===== src/rtl/core/snfcs_pkg.sv =====
// Shared types and constants of the SPI NOR flash command sequencer.
// No dependencies; used by every module of the block.
`timescale 1ns / 1ps
`default_nettype none

package snfcs_pkg;

  // Default page size and depth of the job queue
  localparam int PAGE_BYTES_DEF = 256;
  localparam int QUEUE_DEPTH    = 4;

  // Flash opcodes and filler
  localparam logic [7:0] OP_WREN   = 8'h06;
  localparam logic [7:0] OP_SE     = 8'h20;
  localparam logic [7:0] OP_PP     = 8'h02;
  localparam logic [7:0] OP_READ   = 8'h03;
  localparam logic [7:0] OP_RDSR   = 8'h05;
  localparam logic [7:0] FILL_BYTE = 8'hFF;
  localparam int         BUSY_BIT  = 0;

  // Request commands
  localparam logic [1:0] CMD_ERASE = 2'd0;
  localparam logic [1:0] CMD_WRITE = 2'd1;
  localparam logic [1:0] CMD_READ  = 2'd2;
  localparam logic [1:0] CMD_REPLY = 2'd3;

  // Job kinds handed from the front to the back
  localparam logic [2:0] JOB_ERASE     = 3'd0;
  localparam logic [2:0] JOB_WRITE_HDR = 3'd1;
  localparam logic [2:0] JOB_WRITE     = 3'd2;
  localparam logic [2:0] JOB_READ_HDR  = 3'd3;
  localparam logic [2:0] JOB_FILL      = 3'd4;
  localparam logic [2:0] JOB_REJECT    = 3'd5;
  localparam logic [2:0] JOB_DONE      = 3'd6;
  localparam logic [2:0] JOB_RDATA     = 3'd7;

  // Step of a program sequence that carries the data byte
  localparam logic [2:0] STEP_DATA = 3'd5;

  // Stream widths
  localparam int IN_DATA_W  = 32;
  localparam int IN_USER_W  = 3;
  localparam int OUT_DATA_W = 24;
  localparam int OUT_USER_W = 4;

  typedef struct packed {
    logic [2:0]  kind;
    logic [23:0] addr;
    logic [7:0]  data;
    logic        flag;   // frame end on the data byte, or last read reply
  } job_t;

  typedef struct packed {
    logic [7:0] spi_byte;
    logic       spi_valid;
    logic       frame_end;
    logic       reply_wanted;
    logic [7:0] read_data;
    logic       read_valid;
    logic       done_res;
    logic       rejected;
    logic       last_result;
  } result_t;

endpackage

`default_nettype wire


===== src/rtl/core/snfcs_front.sv =====
// Front end: accepts requests, works out the page offset, tracks flash phase
// and turns each request, but an unsolicited reply, into a job. Depends on snfcs_pkg.
`timescale 1ns / 1ps
`default_nettype none

module snfcs_front #(
  parameter int PAGE_BYTES = snfcs_pkg::PAGE_BYTES_DEF
) (
  input  wire logic                             clk,
  input  wire logic                             rst_n,
  input  wire logic                             in_tvalid,
  output logic                                  in_tready,
  input  wire logic [snfcs_pkg::IN_DATA_W-1:0]  in_tdata,
  input  wire logic [snfcs_pkg::IN_USER_W-1:0]  in_tuser,
  input  wire logic                             in_tlast,
  output logic                                  job_valid,
  input  wire logic                             job_ready,
  output snfcs_pkg::job_t                       job
);

  localparam int RW    = (PAGE_BYTES > 1) ? $clog2(PAGE_BYTES) : 1;
  localparam int SHIFT = 36;
  // Reciprocal of the page size, exact quotient for any 24-bit address
  localparam logic [36:0] MULT =
    37'(((64'd1 << SHIFT) + 64'(PAGE_BYTES) - 64'd1) / 64'(PAGE_BYTES));
  localparam logic [17:0] MULT_LO = MULT[17:0];
  localparam logic [18:0] MULT_HI = MULT[36:18];
  localparam logic [RW:0] PAGE_W  = (RW + 1)'(PAGE_BYTES);

  localparam logic [2:0] PH_IDLE       = 3'd0;
  localparam logic [2:0] PH_WRITE      = 3'd1;
  localparam logic [2:0] PH_READ       = 3'd2;
  localparam logic [2:0] PH_RWAIT      = 3'd3;
  localparam logic [2:0] PH_RWAIT_LAST = 3'd4;
  localparam logic [2:0] PH_POLL       = 3'd5;

  typedef struct packed {
    logic [1:0]  cmd;
    logic [23:0] addr;
    logic [7:0]  data;
    logic        first;
    logic        last;
  } req_t;

  // Offset pipeline registers
  logic        s1_v_r, s2_v_r, s3_v_r;
  req_t        s1_req_r, s2_req_r, s3_req_r;
  logic [41:0] s1_plo_r;
  logic [42:0] s1_phi_r;
  logic [23:0] s2_quot_r;
  logic [36:0] s3_prod_r;
  logic [60:0] s2_sum;
  logic [23:0] s3_diff;
  logic [RW-1:0] s3_rem;

  // Flash state
  logic [2:0]    phase_r, phase_nxt;
  logic [23:0]   cur_addr_r, cur_addr_nxt;
  logic [RW-1:0] rem_r, rem_nxt;
  logic          page_open_r, page_open_nxt;
  logic          run_active_r, run_active_nxt;

  logic   push, s3_take, adv;
  req_t   in_req;
  snfcs_pkg::job_t job_c;

  // Program path: base address, offset and frame end of the next data byte
  logic          wb_start;
  logic [23:0]   wb_base, wb_next;
  logic [RW-1:0] wb_rem, wb_nrem;
  logic [RW:0]   wb_inc;
  logic          wb_popen, wb_end;

  assign in_req.cmd   = in_tuser[1:0];
  assign in_req.first = in_tuser[2];
  assign in_req.addr  = in_tdata[23:0];
  assign in_req.data  = in_tdata[31:24];
  assign in_req.last  = in_tlast;

  assign s3_take   = s3_v_r && (!push || job_ready);
  assign adv       = !s3_v_r || s3_take;
  assign in_tready = adv;
  assign job_valid = s3_v_r && push;
  assign job       = job_c;

  // Page offset of the request address: quotient by reciprocal, then remainder
  assign s2_sum  = 61'(s1_plo_r) + (61'(s1_phi_r) << 18);
  assign s3_diff = s3_req_r.addr - s3_prod_r[23:0];
  assign s3_rem  = s3_diff[RW-1:0];

  always_ff @(posedge clk) begin
    if (!rst_n) begin
      s1_v_r <= 1'b0;
      s2_v_r <= 1'b0;
      s3_v_r <= 1'b0;
    end else if (adv) begin
      s1_v_r <= in_tvalid;
      s2_v_r <= s1_v_r;
      s3_v_r <= s2_v_r;
    end
  end

  always_ff @(posedge clk) begin
    if (adv) begin
      s1_req_r  <= in_req;
      s1_plo_r  <= 42'(in_req.addr) * 42'(MULT_LO);
      s1_phi_r  <= 43'(in_req.addr) * 43'(MULT_HI);
      s2_req_r  <= s1_req_r;
      s2_quot_r <= s2_sum[59:36];
      s3_req_r  <= s2_req_r;
      s3_prod_r <= 37'(s2_quot_r) * 37'(PAGE_BYTES);
    end
  end

  // Next data byte of a program run; a fresh run starts at the request address
  assign wb_start = (phase_r != PH_WRITE);
  assign wb_base  = wb_start ? s3_req_r.addr : cur_addr_r;
  assign wb_rem   = wb_start ? s3_rem : rem_r;
  assign wb_popen = wb_start ? 1'b0 : page_open_r;
  assign wb_next  = wb_base + 24'd1;
  assign wb_inc   = {1'b0, wb_rem} + {{RW{1'b0}}, 1'b1};
  assign wb_nrem  = ((wb_next == 24'd0) || (wb_inc == PAGE_W)) ? '0 : wb_inc[RW-1:0];
  assign wb_end   = s3_req_r.last || (wb_nrem == '0);

  // Classification and phase update
  always_comb begin
    phase_nxt      = phase_r;
    cur_addr_nxt   = cur_addr_r;
    rem_nxt        = rem_r;
    page_open_nxt  = page_open_r;
    run_active_nxt = run_active_r;
    push           = 1'b1;
    job_c.kind     = snfcs_pkg::JOB_REJECT;
    job_c.addr     = s3_req_r.addr;
    job_c.data     = s3_req_r.data;
    job_c.flag     = 1'b0;

    if (s3_req_r.cmd == snfcs_pkg::CMD_REPLY) begin
      if (phase_r == PH_POLL) begin
        if (s3_req_r.data[snfcs_pkg::BUSY_BIT]) begin
          job_c.kind = snfcs_pkg::JOB_FILL;
        end else begin
          job_c.kind = snfcs_pkg::JOB_DONE;
          phase_nxt  = run_active_r ? PH_WRITE : PH_IDLE;
        end
      end else if (phase_r == PH_RWAIT || phase_r == PH_RWAIT_LAST) begin
        job_c.kind = snfcs_pkg::JOB_RDATA;
        job_c.flag = (phase_r == PH_RWAIT_LAST);
        if (phase_r == PH_RWAIT_LAST) begin
          run_active_nxt = 1'b0;
          phase_nxt      = PH_IDLE;
        end else begin
          phase_nxt = PH_READ;
        end
      end else begin
        push = 1'b0;  // unsolicited reply
      end
    end else if (phase_r == PH_READ && s3_req_r.cmd == snfcs_pkg::CMD_READ &&
                 !s3_req_r.first) begin
      job_c.kind     = snfcs_pkg::JOB_FILL;
      cur_addr_nxt   = cur_addr_r + 24'd1;
      run_active_nxt = 1'b1;
      phase_nxt      = s3_req_r.last ? PH_RWAIT_LAST : PH_RWAIT;
    end else if (phase_r != PH_IDLE && phase_r <= PH_POLL &&
                 !(phase_r == PH_WRITE && s3_req_r.cmd == snfcs_pkg::CMD_WRITE &&
                   !s3_req_r.first)) begin
      job_c.kind = snfcs_pkg::JOB_REJECT;  // busy or run interrupted
    end else if (s3_req_r.cmd == snfcs_pkg::CMD_ERASE) begin
      job_c.kind     = snfcs_pkg::JOB_ERASE;
      page_open_nxt  = 1'b0;
      run_active_nxt = 1'b0;
      cur_addr_nxt   = s3_req_r.addr;
      phase_nxt      = PH_POLL;
    end else if (s3_req_r.cmd == snfcs_pkg::CMD_WRITE) begin
      job_c.kind   = wb_popen ? snfcs_pkg::JOB_WRITE : snfcs_pkg::JOB_WRITE_HDR;
      job_c.addr   = wb_base;
      job_c.flag   = wb_end;
      cur_addr_nxt = wb_next;
      rem_nxt      = wb_nrem;
      if (wb_end) begin
        page_open_nxt  = 1'b0;
        run_active_nxt = !s3_req_r.last;
        phase_nxt      = PH_POLL;
      end else begin
        page_open_nxt  = 1'b1;
        run_active_nxt = 1'b1;
        phase_nxt      = PH_WRITE;
      end
    end else begin
      // Read from idle: header, address and the first dummy byte
      job_c.kind     = snfcs_pkg::JOB_READ_HDR;
      page_open_nxt  = 1'b0;
      cur_addr_nxt   = s3_req_r.addr + 24'd1;
      run_active_nxt = 1'b1;
      phase_nxt      = s3_req_r.last ? PH_RWAIT_LAST : PH_RWAIT;
    end
  end

  always_ff @(posedge clk) begin
    if (!rst_n) begin
      phase_r      <= PH_IDLE;
      cur_addr_r   <= '0;
      rem_r        <= '0;
      page_open_r  <= 1'b0;
      run_active_r <= 1'b0;
    end else if (s3_take) begin
      phase_r      <= phase_nxt;
      cur_addr_r   <= cur_addr_nxt;
      rem_r        <= rem_nxt;
      page_open_r  <= page_open_nxt;
      run_active_r <= run_active_nxt;
    end
  end

endmodule

`default_nettype wire


===== src/rtl/core/snfcs_queue.sv =====
// Short job queue between the front and the back end.
// Depends on snfcs_pkg for the job type and depth.
`timescale 1ns / 1ps
`default_nettype none

module snfcs_queue (
  input  wire logic            clk,
  input  wire logic            rst_n,
  input  wire logic            push_valid,
  output logic                 push_ready,
  input  wire snfcs_pkg::job_t push_job,
  output logic                 pop_valid,
  input  wire logic            pop_ready,
  output snfcs_pkg::job_t      pop_job
);

  localparam int DEPTH = snfcs_pkg::QUEUE_DEPTH;
  localparam int AW    = (DEPTH > 1) ? $clog2(DEPTH) : 1;
  localparam int CW    = $clog2(DEPTH + 1);

  snfcs_pkg::job_t slot_r [DEPTH];
  logic [AW-1:0]   wr_ptr_r, rd_ptr_r;
  logic [CW-1:0]   count_r;
  logic            do_push, do_pop;

  assign push_ready = (count_r != CW'(DEPTH));
  assign pop_valid  = (count_r != '0);
  assign pop_job    = slot_r[rd_ptr_r];
  assign do_push    = push_valid && push_ready;
  assign do_pop     = pop_valid && pop_ready;

  // Storage
  always_ff @(posedge clk) begin
    if (do_push) begin
      slot_r[wr_ptr_r] <= push_job;
    end
  end

  // Pointers and fill level
  always_ff @(posedge clk) begin
    if (!rst_n) begin
      wr_ptr_r <= '0;
      rd_ptr_r <= '0;
      count_r  <= '0;
    end else begin
      if (do_push) begin
        wr_ptr_r <= (wr_ptr_r == AW'(DEPTH - 1)) ? '0 : wr_ptr_r + AW'(1);
      end
      if (do_pop) begin
        rd_ptr_r <= (rd_ptr_r == AW'(DEPTH - 1)) ? '0 : rd_ptr_r + AW'(1);
      end
      if (do_push && !do_pop) begin
        count_r <= count_r + CW'(1);
      end else if (do_pop && !do_push) begin
        count_r <= count_r - CW'(1);
      end
    end
  end

endmodule

`default_nettype wire


===== src/rtl/core/snfcs_back.sv =====
// Back end: steps through each job and issues one result per cycle, unless
// out_ready stalls it, into the output register. Depends on snfcs_pkg.
`timescale 1ns / 1ps
`default_nettype none

module snfcs_back (
  input  wire logic            clk,
  input  wire logic            rst_n,
  input  wire logic            job_valid,
  output logic                 job_ready,
  input  wire snfcs_pkg::job_t job,
  output logic                 out_valid,
  input  wire logic            out_ready,
  output snfcs_pkg::result_t   out_res
);

  snfcs_pkg::job_t    job_r;
  logic [2:0]         step_r;
  logic               busy_r;
  logic               out_v_r;
  snfcs_pkg::result_t out_r;
  snfcs_pkg::result_t res;
  logic               emit, load;

  // Result for one step of a job
  function automatic snfcs_pkg::result_t decode_step(input snfcs_pkg::job_t j,
                                                     input logic [2:0] s);
    snfcs_pkg::result_t r;
    r = '0;
    unique case (j.kind) inside
      snfcs_pkg::JOB_ERASE: begin
        r.spi_valid = 1'b1;
        case (s)
          3'd0: begin r.spi_byte = snfcs_pkg::OP_WREN; r.frame_end = 1'b1; end
          3'd1: r.spi_byte = snfcs_pkg::OP_SE;
          3'd2: r.spi_byte = j.addr[23:16];
          3'd3: r.spi_byte = j.addr[15:8];
          3'd4: begin r.spi_byte = j.addr[7:0]; r.frame_end = 1'b1; end
          3'd5: r.spi_byte = snfcs_pkg::OP_RDSR;
          default: begin
            r.spi_byte     = snfcs_pkg::FILL_BYTE;
            r.reply_wanted = 1'b1;
            r.last_result  = 1'b1;
          end
        endcase
      end
      snfcs_pkg::JOB_WRITE_HDR, snfcs_pkg::JOB_WRITE: begin
        r.spi_valid = 1'b1;
        case (s)
          3'd0: begin r.spi_byte = snfcs_pkg::OP_WREN; r.frame_end = 1'b1; end
          3'd1: r.spi_byte = snfcs_pkg::OP_PP;
          3'd2: r.spi_byte = j.addr[23:16];
          3'd3: r.spi_byte = j.addr[15:8];
          3'd4: r.spi_byte = j.addr[7:0];
          3'd5: begin
            r.spi_byte    = j.data;
            r.frame_end   = j.flag;
            r.last_result = !j.flag;
          end
          3'd6: r.spi_byte = snfcs_pkg::OP_RDSR;
          default: begin
            r.spi_byte     = snfcs_pkg::FILL_BYTE;
            r.reply_wanted = 1'b1;
            r.last_result  = 1'b1;
          end
        endcase
      end
      snfcs_pkg::JOB_READ_HDR: begin
        r.spi_valid = 1'b1;
        case (s)
          3'd0: r.spi_byte = snfcs_pkg::OP_READ;
          3'd1: r.spi_byte = j.addr[23:16];
          3'd2: r.spi_byte = j.addr[15:8];
          3'd3: r.spi_byte = j.addr[7:0];
          default: begin
            r.spi_byte     = snfcs_pkg::FILL_BYTE;
            r.reply_wanted = 1'b1;
            r.last_result  = 1'b1;
          end
        endcase
      end
      snfcs_pkg::JOB_FILL: begin
        r.spi_valid    = 1'b1;
        r.spi_byte     = snfcs_pkg::FILL_BYTE;
        r.reply_wanted = 1'b1;
        r.last_result  = 1'b1;
      end
      snfcs_pkg::JOB_REJECT: begin
        r.rejected    = 1'b1;
        r.last_result = 1'b1;
      end
      snfcs_pkg::JOB_DONE: begin
        r.frame_end   = 1'b1;
        r.done_res    = 1'b1;
        r.last_result = 1'b1;
      end
      snfcs_pkg::JOB_RDATA: begin
        r.read_data   = j.data;
        r.read_valid  = 1'b1;
        r.frame_end   = j.flag;
        r.last_result = 1'b1;
      end
    endcase
    return r;
  endfunction

  assign res       = decode_step(job_r, step_r);
  assign emit      = busy_r && (!out_v_r || out_ready);
  assign load      = job_valid && (!busy_r || (emit && res.last_result));
  assign job_ready = load;
  assign out_valid = out_v_r;
  assign out_res   = out_r;

  // Sequencer control and output register valid
  always_ff @(posedge clk) begin
    if (!rst_n) begin
      busy_r  <= 1'b0;
      out_v_r <= 1'b0;
    end else begin
      if (emit) begin
        out_v_r <= 1'b1;
      end else if (out_ready) begin
        out_v_r <= 1'b0;
      end
      if (load) begin
        busy_r <= 1'b1;
      end else if (emit && res.last_result) begin
        busy_r <= 1'b0;
      end
    end
  end

  // Job, step and result payload
  always_ff @(posedge clk) begin
    if (emit) begin
      out_r <= res;
    end
    if (load) begin
      job_r  <= job;
      step_r <= (job.kind == snfcs_pkg::JOB_WRITE) ? snfcs_pkg::STEP_DATA : 3'd0;
    end else if (emit) begin
      step_r <= step_r + 3'd1;
    end
  end

endmodule

`default_nettype wire


===== src/rtl/core/spi_nor_flash_command_sequencer.sv =====
// SPI NOR flash command sequencer, 24-bit addressing, standard opcodes.
// Usage:
//   in_*  : requests (erase, program byte, read byte) and bytes returned by
//           the SPI link; out_* : SPI bytes to send, framing, read data,
//           done and reject flags, one result per transaction.
//   A request gives 0 to 8 results; out_tlast marks the last of them.
//   Results that carry reply_wanted must have the byte received for them
//   returned as a reply request.
// Path: front offset pipeline, job queue, back-end step and output registers.
// Throughput: the back end issues one result per cycle while out_tready does
//   not stall it; a job gives 1 to 8 results, a full page-program header 8.
//   The front takes one request per cycle into a four-entry job queue while
//   the back end drains it, as long as the queue has room.
// Stall: when out_tready is low the output register holds; the queue fills
//   and in_tready drops once the queue is full and a job waits in the front.
// Reset: rst_n (synchronous, active low) empties the pipeline and queue and
//   returns the flash phase to idle with address zero.
// Depends on snfcs_pkg, snfcs_front, snfcs_queue and snfcs_back.
`timescale 1ns / 1ps
`default_nettype none

module spi_nor_flash_command_sequencer #(
  parameter int PAGE_BYTES = snfcs_pkg::PAGE_BYTES_DEF
) (
  input  wire logic                              clk,
  input  wire logic                              rst_n,
  input  wire logic                              in_tvalid,
  output logic                                   in_tready,
  // address[23:0], data[31:24]
  input  wire logic [snfcs_pkg::IN_DATA_W-1:0]   in_tdata,
  // command[1:0], first[2]
  input  wire logic [snfcs_pkg::IN_USER_W-1:0]   in_tuser,
  input  wire logic                              in_tlast,
  output logic                                   out_tvalid,
  input  wire logic                              out_tready,
  // spi_byte[7:0], frame_end[8], reply_wanted[9], read_data[17:10], zero fill
  output logic [snfcs_pkg::OUT_DATA_W-1:0]       out_tdata,
  // spi_valid[0], read_valid[1], done_res[2], rejected[3]
  output logic [snfcs_pkg::OUT_USER_W-1:0]       out_tuser,
  output logic                                   out_tlast
);

  snfcs_pkg::job_t    f_job, q_job;
  logic               f_valid, f_ready, q_valid, q_ready;
  snfcs_pkg::result_t res;

  snfcs_front #(
    .PAGE_BYTES (PAGE_BYTES)
  ) u_front (
    .clk       (clk),
    .rst_n     (rst_n),
    .in_tvalid (in_tvalid),
    .in_tready (in_tready),
    .in_tdata  (in_tdata),
    .in_tuser  (in_tuser),
    .in_tlast  (in_tlast),
    .job_valid (f_valid),
    .job_ready (f_ready),
    .job       (f_job)
  );

  snfcs_queue u_queue (
    .clk        (clk),
    .rst_n      (rst_n),
    .push_valid (f_valid),
    .push_ready (f_ready),
    .push_job   (f_job),
    .pop_valid  (q_valid),
    .pop_ready  (q_ready),
    .pop_job    (q_job)
  );

  snfcs_back u_back (
    .clk       (clk),
    .rst_n     (rst_n),
    .job_valid (q_valid),
    .job_ready (q_ready),
    .job       (q_job),
    .out_valid (out_tvalid),
    .out_ready (out_tready),
    .out_res   (res)
  );

  // Pack the result onto the stream
  assign out_tdata = {6'd0, res.read_data, res.reply_wanted, res.frame_end, res.spi_byte};
  assign out_tuser = {res.rejected, res.done_res, res.read_valid, res.spi_valid};
  assign out_tlast = res.last_result;

endmodule

`default_nettype wire


===== config.mk =====
export PLATFORM = sky130hd
export DESIGN_NAME = spi_nor_flash_command_sequencer
export DESIGN_NICKNAME = d
export VERILOG_FILES = /design/src/rtl/core/snfcs_pkg.sv /design/src/rtl/core/snfcs_front.sv /design/src/rtl/core/snfcs_queue.sv /design/src/rtl/core/snfcs_back.sv /design/src/rtl/core/spi_nor_flash_command_sequencer.sv
export SDC_FILE = /design/constraint.sdc
export NUM_CORES = 1
export LEC_CHECK = 0
export BUFFER_PORTS_ARGS = -buffer_cell sky130_fd_sc_hd__buf_2
export CORE_AREA = 5 5 227 229
export DETAILED_ROUTE_END_ITERATION = 6
export DIE_AREA = 0 0 232 234
export PLACE_DENSITY = 0.61
export SYNTH_ARGS = -nofsm -noshare
export SYNTH_HDL_FRONTEND = slang
export SYNTH_SLANG_ARGS = --single-unit

===== constraint.sdc =====
create_clock -name clk -period 4.9 [get_ports clk]
set_clock_uncertainty 0.1 [all_clocks]
set_input_delay 0.735 -clock clk [delete_from_list [all_inputs] [get_ports clk]]
set_output_delay 0.735 -clock clk [all_outputs]
set_load 0.05 [all_outputs]

==> results_dict.tcl <==
set metrics [dict create \
    worst_setup_path_type "reg2reg" \
    drv_slew 0 \
    synth_top_cell_by_area "edfxtp_1" \
    post_cts_hold_buffer_count 0 \
    dominantRegCellSynth "edfxtp_1" \
    antenna_cells 0 \
    firstDrtPassIters 7 \
    gp_routability_congestion 0.906 \
    row_count 82 \
    hold_path_depth 1 \
    synth_cell_type_count 80 \
    worst_path_cell_trace "or3b_2, nand2_1, a21boi_0, inv_1, ha_1, nand3_1, nor4_1, o22a_2, a21oi_2, or3_4, nor4b_4, a31oi_4, a32o_1" \
    cts_sinks 365 \
    report.final.hold_viol_count 0 \
    area_growth_syn_to_fin_pct 13.0 \
    library_cell_with_the_highest_instance_count_after_synthesis "edfxtp_1" \
    first_global_vias 10900 \
    path_buf_inv 1 \
    synth_edf_count 314 \
    detailedPlacementHpwl_mm 25.8 \
    rsz0062_at_grt "false" \
    num_io_pins 71 \
    number_of_buffers_created_by_cts 40 \
    clk_buf_depth 3 \
    finalWorstSetupSlack_ps 687 \
    maxClockFrequency_ghz 0.237 \
    nFillCells 4710 \
    synth-async-reset-ratio 0 \
    min-delay-path-class "in2reg" \
    worstPathArrival_ps 4570 \
    intPower_w 0.00644 \
    syn-cell-area_um2 17000 \
    grt_util_all_layers 0.144 \
    relSlewSlack 0.222 \
    die_height_um 234 \
    seqPwrFrac 0.464 \
    clk_pin_slew_worst_paths_ps 60 \
    max_slew.worst_pin.slew_ps 1170 \
    synth.cells.most_frequent "edfxtp_1 (314), nor2_1 (107), nand2_1 (98), a21oi_1 (82), clkbuf_1 (81)" \
    critical_path.slowest_cell "nor4_1" \
    fin_cells 2079 \
    p_sw_frac 0.311 \
    timing.critical_path.max_delay_family "simple AND/OR/NAND/NOR gates" \
    final_period_minus_worst_setup_slack_ps 4210 \
    synth-warning-count 0 \
    worstReg2RegStart "u_front.phase_r[1]" \
    worst-endpoint-required_ps 5260 \
    initial_antenna_violation_count 0 \
    cts_root_buffer "clkbuf_16" \
    detail_route.wl_per_cell_um 19.0 \
    met2_usage 0.235 \
    slowest_delay_ps 600 \
    final_layout_size_suffix_gt1_frac 0.164 \
    setup_viol_count_final 0 \
    die_area_um2 54300 \
    clk-insertion-delay-late_ps 570 \
    drt_iter0_drc 1362 \
    worst_hold_path.endpoint "u_front.s1_req_r[1]" \
    ctsResizeCount 0 \
    critical_path.reg2reg.endpoint "u_front.rem_r[1]" \
    p_leak_nw 6.58 \
    power_per_cell_area_nw_per_um2 488 \
    gr-total-overflow 0 \
    fin_setup_tns_ps 0 \
    port_buffers 64 \
    timing.final.crit_share 0.860 \
    synth.top_cell.area_share 0.556 \
    clockPowerShare 0.322 \
    ff2ff_setup_slack_ps 690 \
    grtUsageMet1 0.198 \
    floorplan.core_area_um2 49500 \
    post_synth_main_area_contributors "edfxtp_1 (56%), dfxtp_1 (6.0%), mux4_2 (4.8%), a21oi_1 (2.4%), nor2_1 (2.4%)" \
    largest_net_degree_at_the_start_of_global_routing 75 \
    die_x_um 232 \
    max_capacitance_violation_count 0 \
    busiest_layer "met2" \
    cts_tree "yes" \
    drc 0 \
    dr_total_vias 11200 \
    vias_per_cell 5.39 \
    cts_htree_levels 2 \
    postSynthAreaPerCell_um2 12.6 \
    crit_fanout 14 \
    holdCritStartpoint "in_tuser[2]" \
    outcome "completed" \
    startpoint_type "flop" \
    synthCells 1349 \
    dpl.cell_count 2005 \
    synth_seq_area_share 0.616 \
    initial_utilization 0.343 \
    final_nets 1435 \
    sort_of_element_at_the_end_of_the_critical_path "flop" \
    power.ir.vdd_worst_mv 0.365 \
    route.antenna.remaining_nets 0 \
    ys_seq_elements 365 \
    switching_power_w 0.00290 \
    grt_pass1_wl_mm 62.2 \
    postRouteWirelength_mm 39.4 \
    p_comb_frac 0.214 \
    grtUsageMet3 0.0222 \
    pre_cts_slack_ps 782 \
    cts_setup_buffers 0 \
    reg2regPathDepth 13 \
]
[stage by stage]
step	hold WS [ps]	area (um^2)	util	power, W
finish	243	19200	0.388	0.00935
global placement	301	17900	0.361	0.00637
detailed placement	305	17900	0.361	0.00641
CTS	214	19200	0.388	0.00945
global route	221	19200	0.388	0.00982
floorplan	300	17000	-	0.00583
[how the worst max path moves through the flow]
| stage | from | to | slack (ps) | cells after the start |
|---|---|---|---|---|
| final | u_front.phase_r[1] | u_front.rem_r[1] | 690 | 13 |
| after global routing | u_front.phase_r[1] | u_queue.slot_r[3][0] | 430 | 12 |
| after CTS | u_front.phase_r[1] | u_front.rem_r[2] | 760 | 13 |
| after detailed placement | u_front.phase_r[1] | u_front.rem_r[2] | 780 | 13 |
| after global placement | u_front.phase_r[1] | u_front.rem_r[2] | 910 | 13 |
| after floorplan | u_front.s3_req_r[35] | in_tready | 610 | 6 |
[layout by cell type (no fill, tap or decap), types with 22 or more instances in the layout]
cell type	netlist	final
nand2_1	98	98
dfxtp_1	51	50
and3_1	22	22
mux2i_1	31	31
nand3_1	43	43
mux4_2	36	36
clkbuf_16	0	41
nand4_1	24	24
edfxtp_1	314	314
nor3_1	36	36
o21ai_0	79	79
inv_1	28	27
buf_2	8	64
nor2_1	107	107
a21oi_1	82	82
[power groups by stage]
stage	Sequential, W	Combinational, W	Clock, W
floorplan	0.00446	0.00137	0
global placement	0.00440	0.00197	0
detailed placement	0.00441	0.00200	0
CTS	0.00435	0.00201	0.00310
global route	0.00440	0.00220	0.00323
finish	0.00434	0.00200	0.00301
[registers in the layout, indices dropped and copies added (netlist names), 8 cells and up, named ones only]
signal / flops
u_back.job_r: 36
u_back.out_res: 23
u_front.cur_addr_r: 24
u_front.job: 8
u_front.rem_r: 8
u_front.s1_req_r: 36
u_front.s2_req_r: 36
u_front.s3_req_r: 28
u_queue.slot_r: 144
[worst register-to-register path: stages, from the launching register on]
cell	delay, ps
dfxtp_1	550
or3b_2	500
nand2_1	180
a21boi_0	180
inv_1	100
ha_1	290
nand3_1	140
nor4_1	600
o22a_2	250
a21oi_2	50
or3_4	350
nor4b_4	340
a31oi_4	200
a32o_1	300
[kinds of logic after synthesis]
logic type / count (synthesis) / share of synthesized area
simple gates: 418 / 0.125
compound gates: 286 / 0.109
flops: 365 / 0.616
buf+inv: 134 / 0.0336
other cells: 1 / 0.000221
fa+ha+maj: 20 / 0.0152
xor+xnor: 35 / 0.0181
mux: 90 / 0.0829
[area by class of cell]
cell class / count / area [um^2] / share of cell area
Clock buffer: 52 / 1090 / 0.0567
Clock inverter: 22 / 231 / 0.0121
Inverter: 28 / 108 / 0.00561
Multi-Input combinational cell: 855 / 5970 / 0.312
Sequential cell: 365 / 10500 / 0.545
Tap cell: 672 / 841 / 0.0439
Timing Repair Buffer: 85 / 478 / 0.0249
[routing by layer]
layer | vias up | wire [um] | share of wire
met5 | - | 0 | 0
met1 | 5522 | 17600 | 0.45
met3 | 74 | 2310 | 0.059
met2 | 405 | 18500 | 0.47
li1 | 5203 | - | -
met4 | 0 | 1030 | 0.026
Power figures use the tool's default switching activity.
